## src/design/rspe_pkg.sv

```systemverilog
`default_nettype none
// ----------------------------------------------------------------------------
// rspe_pkg: shared types and GF(256) helpers for the parity encoder
// Field polynomial 0x11D, primitive element 2, up to MAX_PARITY parity bytes.
// ----------------------------------------------------------------------------
package rspe_pkg;

  localparam int MAX_PARITY = 32;
  localparam int CNT_W      = $clog2(MAX_PARITY + 1);
  localparam int CFG_W      = 6;

  localparam logic [8:0]       GF_POLY  = 9'h11D;
  localparam logic [CNT_W-1:0] EC_RESET = CNT_W'(10);

  typedef struct packed {
    logic [7:0] data_byte;
    logic       block_end;
  } in_t;

  typedef struct packed {
    logic [7:0] parity_byte;
    logic       parity_last;
  } out_t;

  // Per-cycle commands that the top level broadcasts along the cell row.
  typedef struct packed {
    logic gen_clear;   // drop the generator coefficient to zero
    logic gen_step;    // multiply generator by (x + root)
    logic rem_clear;   // drop the remainder
    logic absorb;      // take one data byte
    logic last;        // the byte taken closes the block
    logic par_load;    // copy the updated remainder into the parity shifter
    logic par_shift;   // advance the parity shifter by one byte
  } cell_ctrl_t;

  // Multiply a by 2 modulo the field polynomial.
  function automatic logic [7:0] gf_xtime(input logic [7:0] a);
    logic [8:0] t;
    t = {a, 1'b0};
    if (t[8]) begin
      t = t ^ GF_POLY;
    end
    return t[7:0];
  endfunction

  // Shift-and-add multiply over GF(256).
  function automatic logic [7:0] gf_mul(input logic [7:0] a, input logic [7:0] b);
    logic [7:0] x;
    logic [7:0] acc;
    x   = a;
    acc = 8'h00;
    for (int i = 0; i < 8; i++) begin
      if (b[i]) begin
        acc = acc ^ x;
      end
      x = gf_xtime(x);
    end
    return acc;
  endfunction

  // Saturate the written parity count to 1..MAX_PARITY.
  function automatic logic [CNT_W-1:0] clamp_count(input logic [CFG_W-1:0] v);
    logic [CNT_W-1:0] r;
    if (v == '0) begin
      r = CNT_W'(1);
    end else if (32'(v) > MAX_PARITY) begin
      r = CNT_W'(MAX_PARITY);
    end else begin
      r = CNT_W'(v);
    end
    return r;
  endfunction

endpackage
`default_nettype wire

```

## src/design/rspe_cell.sv

```systemverilog
`default_nettype none
// ----------------------------------------------------------------------------
// rspe_cell: one tap of the parity LFSR
// Holds one remainder byte, one generator coefficient and one parity byte.
// ----------------------------------------------------------------------------
module rspe_cell (
  input  wire logic                  clk,
  input  wire rspe_pkg::cell_ctrl_t  ctrl,
  input  wire logic [7:0]            fb,        // broadcast feedback byte
  input  wire logic [7:0]            root,      // root for the generator build
  input  wire logic [7:0]            rem_in,    // remainder of the next higher cell
  input  wire logic [7:0]            gen_in,    // coefficient of the previous cell
  input  wire logic [7:0]            par_in,    // parity byte of the next higher cell
  output logic      [7:0]            rem,
  output logic      [7:0]            gen,
  output logic      [7:0]            par
);

  logic [7:0] rem_next;

  assign rem_next = rem_in ^ rspe_pkg::gf_mul(gen, fb);

  always_ff @(posedge clk) begin
    if (ctrl.gen_clear) begin
      gen <= 8'h00;
    end else if (ctrl.gen_step) begin
      gen <= gen ^ rspe_pkg::gf_mul(root, gen_in);
    end

    if (ctrl.rem_clear) begin
      rem <= 8'h00;
    end else if (ctrl.absorb) begin
      rem <= ctrl.last ? 8'h00 : rem_next;
    end

    if (ctrl.par_load) begin
      par <= rem_next;
    end else if (ctrl.par_shift) begin
      par <= par_in;
    end
  end

endmodule
`default_nettype wire

```

## config.mk

```make
export PLATFORM = sky130hd
export DESIGN_NAME = rspe_cell
export DESIGN_NICKNAME = d
export VERILOG_FILES = /design/src/design/rspe_pkg.sv /design/src/design/rspe_cell.sv
export SDC_FILE = /design/constraint.sdc
export NUM_CORES = 1
export LEC_CHECK = 0
export BUFFER_PORTS_ARGS = -buffer_cell sky130_fd_sc_hd__buf_2
export CAP_MARGIN = 10
export CELL_PAD_IN_SITES_DETAIL_PLACEMENT = 0
export CELL_PAD_IN_SITES_GLOBAL_PLACEMENT = 2
export CORE_MARGIN = 2
export CORE_UTILIZATION = 34
export CTS_BUF_LIST = sky130_fd_sc_hd__clkbuf_8
export CTS_CLUSTER_DIAMETER = 40
export CTS_CLUSTER_SIZE = 24
export DETAILED_ROUTE_END_ITERATION = 8
export HOLD_SLACK_MARGIN = 0.05
export PLACE_DENSITY = 0.83
export SYNTH_ARGS = -nofsm -noshare
export SYNTH_HDL_FRONTEND = slang
export SYNTH_SLANG_ARGS = --single-unit
```

## constraint.sdc

```tcl
create_clock -name clk -period 2.6 [get_ports clk]
set_input_delay 0.13 -clock clk [delete_from_list [all_inputs] [get_ports clk]]
set_output_delay 0.13 -clock clk [all_outputs]
set_load 0.005 [all_outputs]
```

==> results of run 1 <==
[flip-flops by register name (all words and copies together), names as in the netlist]
| signal | cells |
|---|---|
| rem | 8 |
| par | 8 |
| gen | 8 |
[through the flow]
step           hold WS (ps)  worst slack (ps)  std cells
2_1_floorplan           347               386        429
3_3_place_gp            431               149        608
3_5_place_dp            434               164        608
4_1_cts                 144               137        612
5_1_grt                 148              56.9        612
6_report                134               184        612
[cell type report]
type | instances | area share, %
clock buffers | 3 | 1.01
clock inverters | 1 | 0.732
inverters | 9 | 0.823
multi-input cells | 358 | 68.8
repair buffers | 81 | 10.8
well taps | 136 | 4.15
flip-flops and latches | 24 | 13.7
[how the worst max path moves through the flow]
| stage | startpoint | to | slack, ps |
|---|---|---|---|
| after global placement | gen[2] | par[7] | 150 |
| after CTS | gen[2] | par[7] | 140 |
| after global routing | gen[3] | par[3] | 60 |
| after floorplan | gen[7] | par[4] | 390 |
| final | gen[3] | par[2] | 180 |
| after detailed placement | gen[2] | par[7] | 160 |
[report_power, final]
part / internal [µW] / total, µW / switching [µW]
Clock: 206 / 337 / 131
Sequential: 599 / 761 / 162
Combinational: 1900 / 3470 / 1580
[synth_stat cells, drive strengths merged, types with 3 or more instances]
cell	instances
a21oi	11
a22oi	10
a31o	3
buf	21
clkbuf	17
dfxtp	16
edfxtp	8
inv	8
mux2	10
mux2i	5
nand2	109
nand2b	9
nand3	6
nor2	21
nor2b	3
or2	3
xnor2	86
xnor3	21
xor2	36
xor3	4
[what timing repair did]
item                       in CTS  in global routing
setup endpoints to repair       0                  1
hold endpoints to repair        0                  0
gates resized for setup         0                  1
[kinds of logic after synthesis]
group | after synthesis
xor+xnor | 147
flops | 24
mux | 15
compound gates | 40
simple gates | 156
buf+inv | 47
[layer usage]
layer / vias up / part of all wire (%)
li1: 1471 / -
met5: - / 0
met1: 1372 / 51
met3: 8 / 6.4
met2: 73 / 42
met4: 0 / 0.84
==> impl_metrics.yaml, run 1 <==
flow_run:
  maxCapViolations: 0
worst_setup_path:
  path_cells: "xnor3_1 -> xnor2_1 -> nand2_1 -> xnor3_1 -> xnor3_1 -> mux2_2"
  critPathTopFamily: "XOR/XNOR gates"
  slowest_delay_ps: 610
  reg2reg_to: "par[2]"
  ff2ff_path_depth: 6
  crit_buf_inv: 0
  cp_common_cell: "xnor3_1"
  path_class: "reg2reg"
  cp.arrival_ps: 2450
  crit_path_top_delay_cell: "dfxtp_1"
  crit_cells: 6
  required_ps: 2630
  critPathCaptureType: "flip-flop"
  start_kind: "flip-flop"
  r2r-start: "gen[3]"
  r2r_slack_ps: 180
  crit_fanout: 8
cts:
  cts_sinks: 24
  holdBufCountCts: 0
  worstSkewPairLatency_ps: 270
  cts.clk_slew.worst_paths_ps: 90
  cts_tree: "done"
  cts_buffers: 3
  post_cts_buffers: 0
  ctsHtreeMaxLevel: 1
  clockBufferDepth: 2
  cts_root_buf: "clkbuf_8"
sta:
  hold_viol: 0
  finalCritPeriodShare_pct: 92.9
  setup_violations: 0
  rsz0062_at_grt: "no"
  fin_skew_ps: 2.99
  tns_ps: 0
  period_needed_ps: 2420
  timing.fmax_mhz: 414
  slew_violations: 0
  maxSlewHeadroom_pct: 67.0
  worst_slew_pin_slew_ps: 493
global_routing:
  grt_pass1_vias: 2953
  grtUsageMet1_pct: 26.1
  grt_overflow: 0
  grt_first_pass_wirelength_um: 15500
  top_usage_layer: "met1"
  grt_util_met3_pct: 3.40
  grtUsageMet2_pct: 24.7
  track_usage_pct: 17.0
  grt_antenna_before_repair: 0
  grt_max_degree: 15
cells_and_area:
  final_nets: 525
  most-common-layout-cells: "nand2_1, xnor2_1, buf_2, xor2_1"
  drive_above_1_share_pct: 22.7
  final_area_um2: 4100
  multi_input_area_um2: 2820
  diodes: 0
  seq_area_um2: 562
  fill_cells: 1079
  syn2layout_area_growth_pct: 13.3
  final_common_cell: "nand2_1"
  fin_util_pct: 39.7
synthesis:
  synth_compound_area_share_pct: 7.81
  synth_fp_nets: 477
  synth.area.top_cells: "xnor2_1, xnor3_1, nand2_1, dfxtp_1, xor2_1"
  syn_area_um2: 3620
  synth_top_area_share_pct: 19.6
  synth-simple-area-share_pct: 18.0
  avgSynthCellArea_um2: 8.44
  synth-main-ff-cell: "dfxtp_1"
  synthMuxAreaShare_pct: 4.49
  ys_warn_count: 0
  synth_top_family_by_area: "XOR/XNOR gates"
  ys_seq_area_share_pct: 15.5
  synthXorXnorAreaFrac_pct: 47.7
  synth_top_cell_by_area: "xnor2_1"
  synth-seq-cells: 24
  synthArstFlopShare_pct: 0
  ys_types: 46
  synth_adder_area_share_pct: 0
  syn_inst: 429
  synth-edff-count: 8
routing:
  drt_iter0_drc: 144
  drtPass1Iterations: 4
  wire_per_inst_um: 15.3
  via_per_inst: 4.78
  wl_um: 9330
  drc: 0
  route.vias.total: 2924
  postRouteAntennaNets: 0
floorplanning:
  core_area_um2: 10300
  io_pins: 72
  rows: 37
  chipWidth_um: 107
  start_util_pct: 35.1
  dieHeight_um: 107
  dieArea_um2: 11500
placed_design:
  gp_congestion: 0.799
  place_hpwl_um: 7140
  placed_area_um2: 4030
  io_buffers: 71
worst_hold_path:
  hold_path_class: "in2reg"
  min-delay-start: "ctrl[4]"
  whs_path_depth: 2
  hold_end: "rem[5]"
pwr:
  powerDensity_nw_per_um2: 1110
  p_leak_uw: 0.00186
  p_total_uw: 4570
  peakVddDrop_v: 0.000538
run_status:
  run_status: "complete, no violations"
No activity file was read; power rests on OpenSTA's default activity.
==> run 2: changes to the inputs <==
--- a/config.mk
+++ b/config.mk
@@ -5,16 +5,17 @@
 export SDC_FILE = /design/constraint.sdc
 export NUM_CORES = 1
 export LEC_CHECK = 0
-export BUFFER_PORTS_ARGS = -buffer_cell sky130_fd_sc_hd__buf_2
+export ABC_AREA = 1
 export CAP_MARGIN = 10
 export CELL_PAD_IN_SITES_DETAIL_PLACEMENT = 0
 export CELL_PAD_IN_SITES_GLOBAL_PLACEMENT = 2
 export CORE_MARGIN = 2
-export CORE_UTILIZATION = 34
+export CORE_UTILIZATION = 33
 export CTS_BUF_LIST = sky130_fd_sc_hd__clkbuf_8
 export CTS_CLUSTER_DIAMETER = 40
 export CTS_CLUSTER_SIZE = 24
 export DETAILED_ROUTE_END_ITERATION = 8
+export DONT_BUFFER_PORTS = 1
 export HOLD_SLACK_MARGIN = 0.05
 export PLACE_DENSITY = 0.83
 export SYNTH_ARGS = -nofsm -noshare
==> impl_metrics.yaml, run 2 <==
run_status:
  run_status: "complete, no violations"
cts:
  post_cts_buffers: 0
  worstSkewPairLatency_ps: 280
  clockBufferDepth: 2
  ctsHtreeMaxLevel: 1
  cts_root_buf: "clkbuf_8"
  cts_buffers: 3
  cts_tree: "done"
  cts.clk_slew.worst_paths_ps: 90
  cts_sinks: 24
  post_cts_resized: 0
placed_design:
  dp_cells: 877
  io_buffers: 0
  gp_congestion: 0.827
  place_hpwl_um: 10100
  placed_area_um2: 4060
  pre_cts_slack_ps: 320
pwr:
  powerDensity_nw_per_um2: 609
  intPower_uw: 1280
  switching_share_pct: 50.2
  pwr-share-comb_pct: 64.5
  peakVddDrop_v: 0.000204
  pwr-share-seq_pct: 22.1
  clkPwrFrac_pct: 13.4
  p_leak_uw: 0.00228
  p_sw_uw: 1290
worst_setup_path:
  cp.arrival_ps: 2330
  required_ps: 2650
  path_cells: "xnor2_1 -> xor2_1 -> nand2_1 -> xor2_1 -> xnor2_1 -> nand2_1 -> nand3_1 -> nand2_1"
  critPathCaptureType: "flip-flop"
  crit_fanout: 12
  path_class: "reg2reg"
  start_kind: "flip-flop"
  crit_path_top_delay_cell: "dfxtp_1"
  slowest_delay_ps: 690
  cp_common_cell: "nand2_1"
sta:
  timing.fmax_mhz: 438
  fin_skew_ps: 2.06
  tns_ps: 0
  hold_viol: 0
  worst_slew_pin_slew_ps: 589
  rsz0062_at_grt: "no"
  setup_violations: 0
  finalCritPeriodShare_pct: 87.8
  period_needed_ps: 2280
  slew_violations: 0
  maxSlewHeadroom_pct: 60.6
  setup_ws_ps: 318
routing:
  drc: 0
  via_per_inst: 4.79
  drtPass1Iterations: 5
  postRouteAntennaNets: 0
  route.vias.total: 4257
  drt_iter0_drc: 250
  wl_um: 12200
  wire_per_inst_um: 13.7
worst_hold_path:
  hold_path_class: "in2reg"
global_routing:
  grt_pass1_vias: 4113
  track_usage_pct: 19.3
  grt_first_pass_wirelength_um: 20200
  grt_antenna_before_repair: 0
  grt_max_degree: 15
  grt_overflow: 0
synthesis:
  synthArstFlopShare_pct: 0
  syn_area_um2: 3970
  synth-seq-cells: 24
  synth_fp_nets: 796
  syn_inst: 748
  synth-main-ff-cell: "dfxtp_1"
  synth_most_common_cell: "nand2_1"
  synth_top_area_share_pct: 32.0
  synth.area.top_cells: "nand2_1, nand3_1, dfxtp_1, inv_1, xnor2_1"
  ys_seq_area_share_pct: 14.1
  ys_types: 32
  synth_top_cell_by_area: "nand2_1"
  avgSynthCellArea_um2: 5.30
  synth-edff-count: 8
  ys_warn_count: 0
  yosys-top-cells-count: "nand2_1, nand3_1, inv_1"
floorplanning:
  dieArea_um2: 12900
  core_area_um2: 11900
  rows: 40
  dieHeight_um: 114
  start_util_pct: 33.4
  chipWidth_um: 114
  io_pins: 72
cells_and_area:
  diodes: 0
  final_area_um2: 4210
  drive_above_1_share_pct: 5.93
  finalNonFillerCells: 889
  syn2layout_area_growth_pct: 6.15
  fin_util_pct: 35.5
  top_regs: "gen (8), par (8), rem (8)"
  final_nets: 791
  most-common-layout-cells: "nand2_1, nand3_1, inv_1, nor2_1"
  final_common_cell: "nand2_1"
flow_run:
  maxCapViolations: 0
==> run 2: metal layers <==
metal / GRT usage (%) / vias up / wire (µm)
met4: 5.12 / 0 / 218
met5: 0 / - / 0
li1: - / 2292 / -
met1: 24.0 / 1881 / 5500
met2: 35.6 / 72 / 6040
met3: 1.81 / 12 / 423
==> run 2: critical path, delay by kind of cell (launching register included) <==
family	cells	cell delay, ps
xor+xnor	4	1000
flops	1	690
simple gates	4	350
==> run 2: what timing repair did <==
action	4_1_cts	5_1_grt
hold buffers	8	0
hold endpoints to repair	17	0
endpoints found under the setup margin	0	0
==> run 2: cell families (layout without fill, tap and decap cells) <==
logic type             Yosys count  after routing  synth area share (%)
AO/OA/AOI/OAI                   26             26                  3.69
XOR/XNOR                        61             61                  13.7
buffers and inverters          112            106                  11.8
flip-flops                      24             24                  14.1
AND/OR/NAND/NOR                525            525                  56.7
==> run 2: metrics by stage <==
stage	hold WS (ps)	total power [µW]
after floorplan	316	1900
after CTS	52.0	2590
after detailed placement	198	2220
final	56.9	2560
after global routing	61.9	2850
after global placement	195	2200
==> run 2: area by class of cell <==
class | instances | area [µm²]
Clock buffer | 3 | 41.3
Multi-Input combinational cell | 612 | 2940
Tap cell | 147 | 184
Fill cell | 1356 | 7650
Inverter | 90 | 345
Sequential cell | 24 | 561
Timing Repair Buffer | 12 | 110
Clock inverter | 1 | 30.0
==> run 2: worst paths after layout <==
path / start / endpoint / slack [ps] / cells after the start
max: gen[4] / par[2] / 320 / 8
max reg2reg: gen[4] / par[2] / 320 / 8
min: ctrl[5] / gen[5] / 60 / 3
min reg2reg: rem[5] / rem[5] / 490 / 2
==> run 2: power groups by stage <==
stage	Clock, µW	Combinational, µW	Sequential [µW]
floorplan	0	1360	537
global placement	0	1630	576
detailed placement	0	1640	577
CTS	351	1670	569
global route	356	1910	577
finish	343	1650	568
==> run 3: changes to the inputs <==
==> config.mk (replaced) <==
export PLATFORM = sky130hd
export DESIGN_NAME = rspe_cell
export DESIGN_NICKNAME = d
export VERILOG_FILES = /design/src/design/rspe_pkg.sv /design/src/design/rspe_cell.sv
export SDC_FILE = /design/constraint.sdc
export NUM_CORES = 1
export LEC_CHECK = 0
export CAP_MARGIN = 10
export CELL_PAD_IN_SITES_DETAIL_PLACEMENT = 0
export CELL_PAD_IN_SITES_GLOBAL_PLACEMENT = 2
export CORE_MARGIN = 1
export CORE_UTILIZATION = 40
export CTS_BUF_LIST = sky130_fd_sc_hd__clkbuf_8
export CTS_CLUSTER_DIAMETER = 40
export CTS_CLUSTER_SIZE = 24
export DETAILED_ROUTE_END_ITERATION = 8
export DONT_BUFFER_PORTS = 1
export HOLD_SLACK_MARGIN = 0.05
export PLACE_DENSITY = 0.84
export RECOVER_POWER = 25
export SYNTH_ARGS = -nofsm -noshare
export SYNTH_HDL_FRONTEND = slang
export SYNTH_SLANG_ARGS = --single-unit
==> impl_metrics.yaml, run 3 (synthesis results as in run 1) <==
run_status:
  run_status: "complete, no violations"
sta:
  setup_violations: 0
  worst_slew_pin_slew_ps: 593
  maxSlewHeadroom_pct: 60.5
  period_needed_ps: 2430
  timing.fmax_mhz: 411
  hold_viol: 0
  finalCritPeriodShare_pct: 93.6
  setup_ws_ps: 166
  rsz0062_at_grt: "no"
  fin_skew_ps: 3.56
  tns_ps: 0
  slew_violations: 0
cts:
  post_cts_buffers: 0
  cts.clk_slew.worst_paths_ps: 90
  cts_tree: "done"
  holdBufCountCts: 3
  clockBufferDepth: 2
  post_cts_resized: 0
  cts_sinks: 24
  cts_buffers: 3
  cts_root_buf: "clkbuf_8"
  worstSkewPairLatency_ps: 270
  ctsHtreeMaxLevel: 1
worst_hold_path:
  min-delay-start: "ctrl[1]"
  hold_end: "par[5]"
  hold_path_class: "in2reg"
  whs_path_depth: 1
floorplanning:
  dieArea_um2: 9440
  dieHeight_um: 97.2
  start_util_pct: 41.3
  core_area_um2: 8760
  io_pins: 72
  rows: 34
  chipWidth_um: 97.2
worst_setup_path:
  r2r-start: "gen[3]"
  ff2ff_path_depth: 6
  cp.arrival_ps: 2460
  required_ps: 2630
  crit_fanout: 9
  crit_start: "gen[3]"
  r2r_slack_ps: 170
  critPathCaptureType: "flip-flop"
  start_kind: "flip-flop"
  path_class: "reg2reg"
  reg2reg_to: "par[3]"
routing:
  route.vias.total: 2699
  postRouteAntennaNets: 0
  wl_um: 8780
  drt_iter0_drc: 158
  drc: 0
  wire_per_inst_um: 17.0
  via_per_inst: 5.22
  drtPass1Iterations: 4
global_routing:
  grt_max_degree: 15
  grt_pass1_vias: 2693
  grt_overflow: 0
  top_usage_layer: "met1"
  grt_first_pass_wirelength_um: 14600
  grtUsageMet2_pct: 28.6
  track_usage_pct: 19.3
  grt_util_met3_pct: 4.24
  grt_antenna_before_repair: 0
  grtUsageMet1_pct: 29.4
cells_and_area:
  most-common-layout-cells: "nand2_1, xnor2_1, xor2_1, xnor3_1, nor2_1"
  syn2layout_area_growth_pct: 3.45
  diodes: 0
  final_nets: 458
  top_regs: "gen (8), par (8), rem (8)"
  fill_cells: 855
  drive_above_1_share_pct: 8.56
  final_common_cell: "nand2_1"
pwr:
  p_sw_uw: 1710
  switching_share_pct: 40.3
  powerDensity_nw_per_um2: 1130
  peakVddDrop_v: 0.000595
  intPower_uw: 2530
  p_leak_uw: 0.00157
  clkPwrFrac_pct: 5.4
  pwr-share-comb_pct: 76.6
  pwr-share-seq_pct: 18.1
flow_run:
  maxCapViolations: 0
placed_design:
  io_buffers: 0
  gp_congestion: 0.783
  place_hpwl_um: 6800
  pre_cts_slack_ps: 133
-- run 3: cell count changes in the layout (fill, tap and decap cells not counted), moves of 7 or more --
cell,before,now
xnor2_1,30,81
nand3_1,97,6
nor2_1,42,21
inv_1,81,8
nand2b_1,0,9
nand4_1,11,0
nand2_2,16,0
nand2_1,338,109
a22oi_1,0,10
mux2_2,0,8
or2_1,7,0
xnor3_1,0,21
o21ai_1,7,0
-- run 3: power by group through the flow --
stage / clock network [µW] / logic [µW] / registers [µW]
2_1_floorplan: 0 / 2740 / 690
3_3_place_gp: 0 / 3220 / 778
3_5_place_dp: 0 / 3250 / 776
4_1_cts: 235 / 3280 / 772
5_1_grt: 255 / 3570 / 794
6_report: 229 / 3250 / 767
-- run 3: metal layers --
metal  wire [µm]  vias to the layer above  part of all wire [%]
met4          31                        0                  0.35
met1        4460                     1291                    51
li1            -                     1332                     -
met5           0                        -                     0
met2        3650                       72                    42
met3         641                        4                   7.3
-- run 3: layout make-up --
class                           count  area (µm²)  share of cell area [%]
Multi-Input combinational cell    358        2820                    75.3
Inverter                            9        33.8                   0.902
Sequential cell                    24         561                    15.0
Clock inverter                      1        3.75                   0.100
Timing Repair Buffer               14         150                    4.01
Clock buffer                        3        41.3                    1.10
Tap cell                          108         135                    3.61
-- run 3: worst max-delay path by stage --
stage / endpoint / slack, ps / cells past startpoint
global placement: par[2] / 220 / 6
global route: par[3] / 30 / 6
finish: par[3] / 170 / 6
floorplan: par[4] / 390 / 7
CTS: par[3] / 120 / 6
detailed placement: par[3] / 130 / 6
-- run 3: critical path: stages, from the launching register on --
cell	delay, ps
dfxtp_1	600
xnor3_1	530
xnor2_1	160
nand2_1	90
xnor3_1	280
xnor3_1	260
mux2_2	280
-- run 3: metrics by stage --
| step | util [%] | cells | hold WS (ps) | instance area [µm²] | total power [µW] |
|---|---|---|---|---|---|
| 2_1_floorplan | - | 429 | 347 | 3620 | 3430 |
| 3_3_place_gp | 41.9 | 510 | 203 | 3670 | 3990 |
| 3_5_place_dp | 41.9 | 510 | 204 | 3670 | 4030 |
| 4_1_cts | 42.8 | 517 | 58.3 | 3750 | 4280 |
| 5_1_grt | 42.8 | 517 | 53.6 | 3750 | 4610 |
| 6_report | 42.8 | 517 | 62.9 | 3750 | 4250 |
